[src/rtl/core/rle_pkg.sv]
// ----------------------------------------------------------------------------
// rle_pkg
// Types and constants shared by the run-length byte encoder modules.
// ----------------------------------------------------------------------------
package rle_pkg;

    localparam int unsigned BYTE_W = 8;

    // Shortest run that is sent as a count followed by a value.
    localparam logic [BYTE_W-1:0] MIN_COUNT = BYTE_W'(2);

    // One queue entry: up to two closed runs caused by one input request.
    // Run A is the run closed by a differing byte or a full count.
    // Run B is the block's closing run and carries the final result.
    typedef struct packed {
        logic              a_vld;
        logic [BYTE_W-1:0] a_byte;
        logic [BYTE_W-1:0] a_len;
        logic              b_vld;
        logic [BYTE_W-1:0] b_byte;
        logic [BYTE_W-1:0] b_len;
    } t_run_rec;

    // Result slots of one queue entry, in the order they are sent.
    typedef enum logic [1:0] {
        POS_A_CNT,
        POS_A_VAL,
        POS_B_CNT,
        POS_B_VAL
    } t_pos;

    typedef struct packed {
        logic full;
        logic empty;
    } t_q_stat;

endpackage

[src/rtl/core/run_length_byte_encoder.sv]
// ----------------------------------------------------------------------------
// run_length_byte_encoder
// Byte-stream run-length encoder with a count/value tagged result stream.
// ----------------------------------------------------------------------------
// Input channel (i_in_valid / o_in_ready) carries one byte per request and a
// flag on the block's final byte. Output channel (o_out_valid / i_out_ready)
// carries one result per request: a run count (o_is_count high) followed by
// its byte for runs of two or more, or the byte alone for a single byte.
// o_final_result marks the last result of each block. Runs are closed at
// MAX_RUN bytes and a new run starts with the next equal byte.
// The run that an accepted request closes is written to the entry queue, and
// its results then pass through the registered output stage.
// Throughput: one input byte per cycle while the entry queue has room; the
// output stage sends one result per cycle while i_out_ready is high, so the
// sustained input rate is one byte per cycle over the average results per byte.
// Reset clears the open run, the queue and the output stage. When the
// receiver stalls, the output holds and the queue of QUEUE_DEPTH entries
// fills; o_in_ready then falls until an entry is drained.
// ----------------------------------------------------------------------------
module run_length_byte_encoder #(
    parameter int unsigned MAX_RUN     = 255,
    parameter int unsigned QUEUE_DEPTH = 4
) (
    input  logic                       i_clk,
    input  logic                       i_rst_n,
    input  logic                       i_in_valid,
    output logic                       o_in_ready,
    input  logic [rle_pkg::BYTE_W-1:0] i_data_byte,
    input  logic                       i_block_end,
    output logic                       o_out_valid,
    input  logic                       i_out_ready,
    output logic [rle_pkg::BYTE_W-1:0] o_out_byte,
    output logic                       o_is_count,
    output logic                       o_final_result
);
    import rle_pkg::*;

    t_run_rec push_rec;
    t_run_rec head_rec;
    t_q_stat  q_stat;
    logic     push;
    logic     pop;

    rle_front #(
        .MAX_RUN (MAX_RUN)
    ) u_front (
        .i_clk       (i_clk),
        .i_rst_n     (i_rst_n),
        .i_valid     (i_in_valid),
        .o_ready     (o_in_ready),
        .i_data_byte (i_data_byte),
        .i_block_end (i_block_end),
        .i_q_stat    (q_stat),
        .o_push      (push),
        .o_rec       (push_rec)
    );

    rle_fifo #(
        .DEPTH (QUEUE_DEPTH)
    ) u_fifo (
        .i_clk   (i_clk),
        .i_rst_n (i_rst_n),
        .i_push  (push),
        .i_rec   (push_rec),
        .i_pop   (pop),
        .o_rec   (head_rec),
        .o_stat  (q_stat)
    );

    rle_back u_back (
        .i_clk          (i_clk),
        .i_rst_n        (i_rst_n),
        .i_rec          (head_rec),
        .i_q_stat       (q_stat),
        .o_pop          (pop),
        .o_valid        (o_out_valid),
        .i_ready        (i_out_ready),
        .o_out_byte     (o_out_byte),
        .o_is_count     (o_is_count),
        .o_final_result (o_final_result)
    );

`ifndef SYNTHESIS
    // The block's last result is always a value byte.
    a_final_is_value: assert property (@(posedge i_clk) disable iff (!i_rst_n)
        o_out_valid && o_final_result |-> !o_is_count)
        else $error("final result tagged as a count");

    // A count always lies between two and the longest run.
    a_count_range: assert property (@(posedge i_clk) disable iff (!i_rst_n)
        o_out_valid && o_is_count |->
            (o_out_byte >= MIN_COUNT) && (o_out_byte <= BYTE_W'(MAX_RUN)))
        else $error("run count out of range");

    // A delivered count is followed at once by its value byte.
    a_count_then_value: assert property (@(posedge i_clk) disable iff (!i_rst_n)
        o_out_valid && i_out_ready && o_is_count |=> o_out_valid && !o_is_count)
        else $error("count not followed by its value");
`endif

endmodule

[src/rtl/core/rle_front.sv]
// ----------------------------------------------------------------------------
// rle_front
// Accepts input bytes, tracks the open run and writes closed runs to the queue.
// ----------------------------------------------------------------------------
module rle_front #(
    parameter int unsigned MAX_RUN = 255
) (
    input  logic                      i_clk,
    input  logic                      i_rst_n,
    input  logic                      i_valid,
    output logic                      o_ready,
    input  logic [rle_pkg::BYTE_W-1:0] i_data_byte,
    input  logic                      i_block_end,
    input  rle_pkg::t_q_stat          i_q_stat,
    output logic                      o_push,
    output rle_pkg::t_run_rec         o_rec
);
    import rle_pkg::*;

    localparam logic [BYTE_W-1:0] MAX_LEN = BYTE_W'(MAX_RUN);

    logic [BYTE_W-1:0] r_run_byte;
    logic [BYTE_W-1:0] r_run_len;
    logic [BYTE_W-1:0] n_run_byte;
    logic [BYTE_W-1:0] n_run_len;
    logic [BYTE_W-1:0] new_len;
    logic              accept;
    logic              extend;

    assign o_ready = !i_q_stat.full;
    assign accept  = i_valid && o_ready;

    // A byte joins the open run unless it differs or the run is already full.
    assign extend  = (r_run_len != '0) && (i_data_byte == r_run_byte) && (r_run_len < MAX_LEN);
    assign new_len = extend ? r_run_len + BYTE_W'(1) : BYTE_W'(1);

    always_comb begin
        o_rec.a_vld  = !extend && (r_run_len != '0);
        o_rec.a_byte = r_run_byte;
        o_rec.a_len  = r_run_len;
        o_rec.b_vld  = i_block_end;
        o_rec.b_byte = i_data_byte;
        o_rec.b_len  = new_len;
        if (i_block_end) begin
            n_run_byte = '0;
            n_run_len  = '0;
        end else begin
            n_run_byte = i_data_byte;
            n_run_len  = new_len;
        end
    end

    assign o_push = accept && (o_rec.a_vld || o_rec.b_vld);

    always_ff @(posedge i_clk) begin
        if (!i_rst_n) begin
            r_run_byte <= '0;
            r_run_len  <= '0;
        end else if (accept) begin
            r_run_byte <= n_run_byte;
            r_run_len  <= n_run_len;
        end
    end

endmodule

[src/rtl/core/rle_fifo.sv]
// ----------------------------------------------------------------------------
// rle_fifo
// Short register queue of closed-run entries between the front and back parts.
// ----------------------------------------------------------------------------
module rle_fifo #(
    parameter int unsigned DEPTH = 4
) (
    input  logic              i_clk,
    input  logic              i_rst_n,
    input  logic              i_push,
    input  rle_pkg::t_run_rec i_rec,
    input  logic              i_pop,
    output rle_pkg::t_run_rec o_rec,
    output rle_pkg::t_q_stat  o_stat
);
    import rle_pkg::*;

    localparam int unsigned PTR_W = (DEPTH > 1) ? $clog2(DEPTH) : 1;
    localparam int unsigned CNT_W = $clog2(DEPTH + 1);

    t_run_rec         r_mem [DEPTH];
    logic [PTR_W-1:0] r_wr_ptr;
    logic [PTR_W-1:0] r_rd_ptr;
    logic [CNT_W-1:0] r_count;
    logic             do_push;
    logic             do_pop;

    assign o_stat.full  = (r_count == CNT_W'(DEPTH));
    assign o_stat.empty = (r_count == '0);
    assign o_rec        = r_mem[r_rd_ptr];

    assign do_push = i_push && !o_stat.full;
    assign do_pop  = i_pop && !o_stat.empty;

    always_ff @(posedge i_clk) begin
        if (do_push) begin
            r_mem[r_wr_ptr] <= i_rec;
        end
    end

    always_ff @(posedge i_clk) begin
        if (!i_rst_n) begin
            r_wr_ptr <= '0;
            r_rd_ptr <= '0;
            r_count  <= '0;
        end else begin
            if (do_push) begin
                r_wr_ptr <= (r_wr_ptr == PTR_W'(DEPTH - 1)) ? '0 : r_wr_ptr + PTR_W'(1);
            end
            if (do_pop) begin
                r_rd_ptr <= (r_rd_ptr == PTR_W'(DEPTH - 1)) ? '0 : r_rd_ptr + PTR_W'(1);
            end
            if (do_push && !do_pop) begin
                r_count <= r_count + CNT_W'(1);
            end else if (do_pop && !do_push) begin
                r_count <= r_count - CNT_W'(1);
            end
        end
    end

endmodule

[src/rtl/core/rle_back.sv]
// ----------------------------------------------------------------------------
// rle_back
// Expands the queue head into count and value results, one per cycle while
// the receiver is ready, through a registered output stage.
// ----------------------------------------------------------------------------
module rle_back (
    input  logic                       i_clk,
    input  logic                       i_rst_n,
    input  rle_pkg::t_run_rec          i_rec,
    input  rle_pkg::t_q_stat           i_q_stat,
    output logic                       o_pop,
    output logic                       o_valid,
    input  logic                       i_ready,
    output logic [rle_pkg::BYTE_W-1:0] o_out_byte,
    output logic                       o_is_count,
    output logic                       o_final_result
);
    import rle_pkg::*;

    t_pos              r_pos;
    t_pos              n_pos;
    t_pos              sel;
    logic              has_a_cnt;
    logic              has_b_cnt;
    logic              has_after;
    logic              emit;
    logic [BYTE_W-1:0] sel_byte;
    logic              sel_count;

    logic              r_out_vld;
    logic [BYTE_W-1:0] r_out_byte;
    logic              r_is_count;
    logic              r_final;

    assign has_a_cnt = i_rec.a_vld && (i_rec.a_len >= MIN_COUNT);
    assign has_b_cnt = i_rec.b_vld && (i_rec.b_len >= MIN_COUNT);

    // The output stage takes a new result when it is empty or being drained.
    assign emit = !i_q_stat.empty && (!r_out_vld || i_ready);

    // Output block: pick the first present slot at or after r_pos.
    always_comb begin
        priority if (r_pos == POS_A_CNT && has_a_cnt) begin
            sel = POS_A_CNT;
        end else if ((r_pos == POS_A_CNT || r_pos == POS_A_VAL) && i_rec.a_vld) begin
            sel = POS_A_VAL;
        end else if (r_pos != POS_B_VAL && has_b_cnt) begin
            sel = POS_B_CNT;
        end else begin
            sel = POS_B_VAL;
        end

        unique case (sel)
            POS_A_CNT: has_after = 1'b1;
            POS_A_VAL: has_after = i_rec.b_vld;
            POS_B_CNT: has_after = 1'b1;
            POS_B_VAL: has_after = 1'b0;
            default:   has_after = 1'b0;
        endcase

        unique case (sel)
            POS_A_CNT: begin
                sel_byte  = i_rec.a_len;
                sel_count = 1'b1;
            end
            POS_A_VAL: begin
                sel_byte  = i_rec.a_byte;
                sel_count = 1'b0;
            end
            POS_B_CNT: begin
                sel_byte  = i_rec.b_len;
                sel_count = 1'b1;
            end
            default: begin
                sel_byte  = i_rec.b_byte;
                sel_count = 1'b0;
            end
        endcase

        o_pop = emit && !has_after;
    end

    // Next-state block.
    always_comb begin
        n_pos = r_pos;
        if (emit) begin
            if (!has_after) begin
                n_pos = POS_A_CNT;
            end else begin
                unique case (sel)
                    POS_A_CNT: n_pos = POS_A_VAL;
                    POS_A_VAL: n_pos = POS_B_CNT;
                    POS_B_CNT: n_pos = POS_B_VAL;
                    default:   n_pos = POS_A_CNT;
                endcase
            end
        end
    end

    always_ff @(posedge i_clk) begin
        if (!i_rst_n) begin
            r_pos     <= POS_A_CNT;
            r_out_vld <= 1'b0;
        end else begin
            r_pos <= n_pos;
            if (emit) begin
                r_out_vld <= 1'b1;
            end else if (i_ready) begin
                r_out_vld <= 1'b0;
            end
        end
    end

    always_ff @(posedge i_clk) begin
        if (emit) begin
            r_out_byte <= sel_byte;
            r_is_count <= sel_count;
            r_final    <= (sel == POS_B_VAL);
        end
    end

    assign o_valid        = r_out_vld;
    assign o_out_byte     = r_out_byte;
    assign o_is_count     = r_is_count;
    assign o_final_result = r_final;

endmodule
[config.mk]
export PLATFORM = sky130hd
export DESIGN_NAME = run_length_byte_encoder
export DESIGN_NICKNAME = d
export VERILOG_FILES = /design/src/rtl/core/rle_pkg.sv /design/src/rtl/core/run_length_byte_encoder.sv /design/src/rtl/core/rle_front.sv /design/src/rtl/core/rle_fifo.sv /design/src/rtl/core/rle_back.sv
export SDC_FILE = /design/constraint.sdc
export NUM_CORES = 1
export LEC_CHECK = 0
export ABC_AREA = 0
export BUFFER_PORTS_ARGS = -buffer_cell sky130_fd_sc_hd__buf_2
export CAP_MARGIN = 30
export CORE_MARGIN = 2
export CORE_UTILIZATION = 25
export DETAILED_ROUTE_END_ITERATION = 12
export PLACE_DENSITY_LB_ADDON = 0.15
export SETUP_SLACK_MARGIN = 0.4
export SLEW_MARGIN = 10
export SYNTH_ARGS = -nofsm -noshare
export SYNTH_HDL_FRONTEND = slang
export SYNTH_HIERARCHICAL = 1
export SYNTH_SLANG_ARGS = --single-unit
export TNS_END_PERCENT = 100
[constraint.sdc]
create_clock -name i_clk -period 4 [get_ports i_clk]
set_clock_uncertainty 0.2 [all_clocks]
set_input_delay 1.2 -clock i_clk [delete_from_list [all_inputs] [get_ports i_clk]]
set_output_delay 1.2 -clock i_clk [all_outputs]
set_load 0.02 [all_outputs]
==> impl_metrics.toml <==
[power_and_ir_drop]
p_clk_share_pct = 26.9
power-per-cell-area_mw_per_mm2 = 653
comb_power_share_pct = 32.7
p_seq_share_pct = 40.4
p_int_w = 0.00398
switching_share_pct = 31.8
power.net_switching_w = 0.00185
p_leak_nw = 2.99
vdd_ir_drop_max_v = 0.000314

[worst_setup_path]
data_required_time_of_the_worst_path_ns = 4.16
cp_launch_type = "flip-flop"
worst-path-buf-inv = 3
timing.critical_path.fanout_max = 5
ff2ff_path_depth = 15
family_with_the_most_delay_on_the_worst_path = "adder cells"
critPathMaxStageDelay_ns = 0.57
worst-r2r-setup-slack_ns = 0.34
crit_path_end_kind = "flip-flop"
critPathSlowestCell = "sky130_fd_sc_hd__mux4_2"
path_cells = "buf_8, buf_6, mux4_2, nor4_4, a211oi_2, a41oi_2, ha_2, o31ai_4, o31ai_2, ha_2, inv_2, fa_2, xor2_1, or3_1, a21boi_1"
classification_of_the_worst_setup_path = "reg2reg"
critical_path_arrival_ns = 3.82
critical_path.most_common_cell = "sky130_fd_sc_hd__ha_2"
cell_depth_of_the_worst_setup_path = 15

[timing]
max_freq_ghz = 0.273
max_slew.worst_pin.slew_ns = 0.653
maxSlewViolCount = 0
timing.hold.ws_ns = 0.302
finalCriticalPeriod_ns = 3.66
post-route-period-util_pct = 91.6
setup_viol_count_final = 0
hold_viol_final = 0
slew_headroom_pct = 56.4
grt_setup_unrepaired = "true"

[logic_synthesis]
synth_cell_types = 52
postSynthCellCount = 437
synth_sequential_area_ratio_pct = 66.9
synth.net_count = 464
yosys_warnings = 6
synth_top_area_share_pct = 59.4
synth-main-ff-cell = "sky130_fd_sc_hd__edfxtp_1"
synth_top_cell_by_area = "sky130_fd_sc_hd__edfxtp_1"
synth_edf_count = 146
synthArstFlopShare_pct = 0
ys_seq_elements = 174
synth_area_per_cell_um2 = 16.9
synth_top_cells_by_area = "sky130_fd_sc_hd__edfxtp_1, sky130_fd_sc_hd__mux4_2, sky130_fd_sc_hd__dfxtp_1"
syn-cell-area_mm2 = 0.00739

[layout]
fin_nets = 529
postLayoutCellArea_mm2 = 0.00892
fraction_of_final_layout_cells_with_drive_strength_greater_than_1_pct = 33.0
fillCellCount = 2815
final_core_utilization_pct = 30.8
area_growth_syn_to_layout_pct = 20.8
sequential_cell_area_mm2 = 0.00495
antenna-diode-count = 0
multiInputGateArea_mm2 = 0.00222

[floorplanning]
placementRows = 62
floorplan.die.width_um = 176
core_area_mm2 = 0.0289
start_util_pct = 25.5
die-height_um = 176
num_ports = 25
dieArea_mm2 = 0.0309

[global_routing]
grt_pass1_vias = 4244
grt_usage_pct = 12.0
grt_pass1_wl_um = 26800
grt_antenna_before_repair = 1
globalRouteOverflowTotal = 0
grt_max_degree = 35

[worst_hold_path]
hold-path-cell-count = 2
holdCritPathClass = "reg2reg"

[placement]
hpwl_um = 11100
dpl-instance-area_mm2 = 0.00804
io_buffer_count = 24
gp_congestion = 0.727

[routing]
route.vias.total = 4042
drtAntennaViolNets = 0
drt_first_iter_violations = 305
post_detailed_routing_wire_length_um = 17800
drt-vias-per-instance = 4.50
route.detailed.wl_per_inst_um = 19.8
detail_route.drc_violations = 0
first_pass_iters = 5

[cts]
clock_tree.buffer_depth = 2
tritoncts = "built"
clkSlewWorstSetupHoldPaths_ns = 0.07
clk_latency_ns = 0.43
cts.root.buffer_cell = "sky130_fd_sc_hd__clkbuf_16"
tritoncts_buffers = 17
htree_depth = 4
clock-sinks = 174

[run]
max_cap_viol_count = 0

[outcome]
run_status = "finished clean"
[cell usage in the layout (no fill, tap or decap), types with 14 or more instances in the layout]
| cell | n |
|---|---|
| sky130_fd_sc_hd__nor2_1 | 15 |
| sky130_fd_sc_hd__dfxtp_1 | 26 |
| sky130_fd_sc_hd__clkbuf_16 | 17 |
| sky130_fd_sc_hd__xor2_1 | 14 |
| sky130_fd_sc_hd__nand2_1 | 22 |
| sky130_fd_sc_hd__buf_4 | 38 |
| sky130_fd_sc_hd__inv_1 | 19 |
| sky130_fd_sc_hd__edfxtp_1 | 146 |
| sky130_fd_sc_hd__mux4_2 | 32 |
| sky130_fd_sc_hd__buf_2 | 24 |
[per-stage QoR]
stage	setup WS [ns]	TNS [ns]	cells	total power [W]
6_report	0.337	0	899	0.00583
5_1_grt	0.195	0	899	0.00615
4_1_cts	0.310	0	891	0.00582
3_5_place_dp	-0.0686	-0.0738	843	0.00404
3_3_place_gp	0.0111	0	843	0.00402
2_1_floorplan	0.355	0	437	0.00347
[Yosys cell counts, types with 4 or more instances]
library cell	n
sky130_fd_sc_hd__a41oi_1	6
sky130_fd_sc_hd__clkbuf_1	9
sky130_fd_sc_hd__mux4_1	4
sky130_fd_sc_hd__ha_1	13
sky130_fd_sc_hd__a21oi_1	12
sky130_fd_sc_hd__buf_2	4
sky130_fd_sc_hd__inv_1	20
sky130_fd_sc_hd__nor2_1	15
sky130_fd_sc_hd__nor2b_1	4
sky130_fd_sc_hd__nand3b_1	10
sky130_fd_sc_hd__dfxtp_1	28
sky130_fd_sc_hd__and2_1	5
sky130_fd_sc_hd__mux2i_1	11
sky130_fd_sc_hd__buf_4	9
sky130_fd_sc_hd__mux4_2	30
sky130_fd_sc_hd__nor3_1	5
sky130_fd_sc_hd__o21ai_0	8
sky130_fd_sc_hd__edfxtp_1	146
sky130_fd_sc_hd__nor4b_1	4
sky130_fd_sc_hd__nor4_1	4
sky130_fd_sc_hd__o31ai_1	4
sky130_fd_sc_hd__nand3_1	5
sky130_fd_sc_hd__a222oi_1	8
sky130_fd_sc_hd__nand2_1	23
sky130_fd_sc_hd__xor2_1	14
[per-layer routing]
metal  GRT usage [%]  share of wire (%)  vias to the layer above
li1                -                  -                     1839
met1            15.7                 46                     2098
met2            20.0                 50                       91
met3            2.77                3.4                       12
met4            3.34               0.94                        2
met5               0              0.062                        -
[timing repair]
action,4_1_cts,5_1_grt
endpoints found under the setup margin,11,7
hold buffers,0,0
pin swaps,8,9
cloned,0,0
gates resized for setup,19,8
setup buffers,16,8
[flip-flops by register name (all words and copies together), names as in the netlist, named ones only]
register	flops
u_fifo/r_mem	136
u_back/o_out_byte	8
u_front/r_run_byte	8
u_front/r_run_len	8
u_fifo/r_count	3
u_back/r_pos	2
u_fifo/r_rd_ptr	2
u_fifo/r_wr_ptr	2
u_back/o_final_result	1
u_back/o_is_count	1
u_back/o_valid	1
[tightest hold or removal path: cells and delay by family (launching register included)]
| kind | cells | cell delay (ns) |
|---|---|---|
| AND/OR/NAND/NOR | 1 | 0.06 |
| flip-flops | 1 | 0.33 |
| multiplexers | 1 | 0.06 |
[kinds of logic (layout without fill, tap and decap cells)]
| kind of cell | after synthesis | count (layout) | share of synthesized area (%) |
|---|---|---|---|
| DFF | 174 | 174 | 66.9 |
| and+or+nand+nor | 91 | 91 | 7.35 |
| buffers and inverters | 50 | 128 | 4.03 |
| AOI/OAI and AO/OA | 47 | 47 | 5.23 |
| muxes | 45 | 45 | 12.1 |
| xor gates and xnor gates | 16 | 16 | 1.90 |
| adders and majority gates | 14 | 14 | 2.47 |
[power by group through the flow]
| stage | combinational (W) | sequential, W | clock [W] |
|---|---|---|---|
| detailed placement | 0.00162 | 0.00242 | 0 |
| finish | 0.00191 | 0.00235 | 0.00157 |
| CTS | 0.00183 | 0.00237 | 0.00162 |
| global route | 0.00208 | 0.00238 | 0.00169 |
| floorplan | 0.00103 | 0.00244 | 0 |
| global placement | 0.00161 | 0.00241 | 0 |
[cell type report]
| class | instances | area share [%] |
|---|---|---|
| multi-input cells | 213 | 24.9 |
| well taps | 384 | 5.39 |
| clock inverters | 12 | 1.14 |
| inverters | 21 | 0.884 |
| flip-flops and latches | 174 | 55.5 |
| clock buffers | 20 | 5.12 |
| repair buffers | 75 | 7.10 |
[worst paths after layout]
check | startpoint | endpoint
hold reg to reg | u_fifo/r_wr_ptr[1] | u_fifo/r_wr_ptr[1]
hold / removal | u_fifo/r_wr_ptr[1] | u_fifo/r_wr_ptr[1]
setup / recovery | flip-flop | u_fifo/r_count[2]
setup reg to reg | flip-flop | u_fifo/r_count[2]
Note: power is estimated with default switching activity, not from simulation.
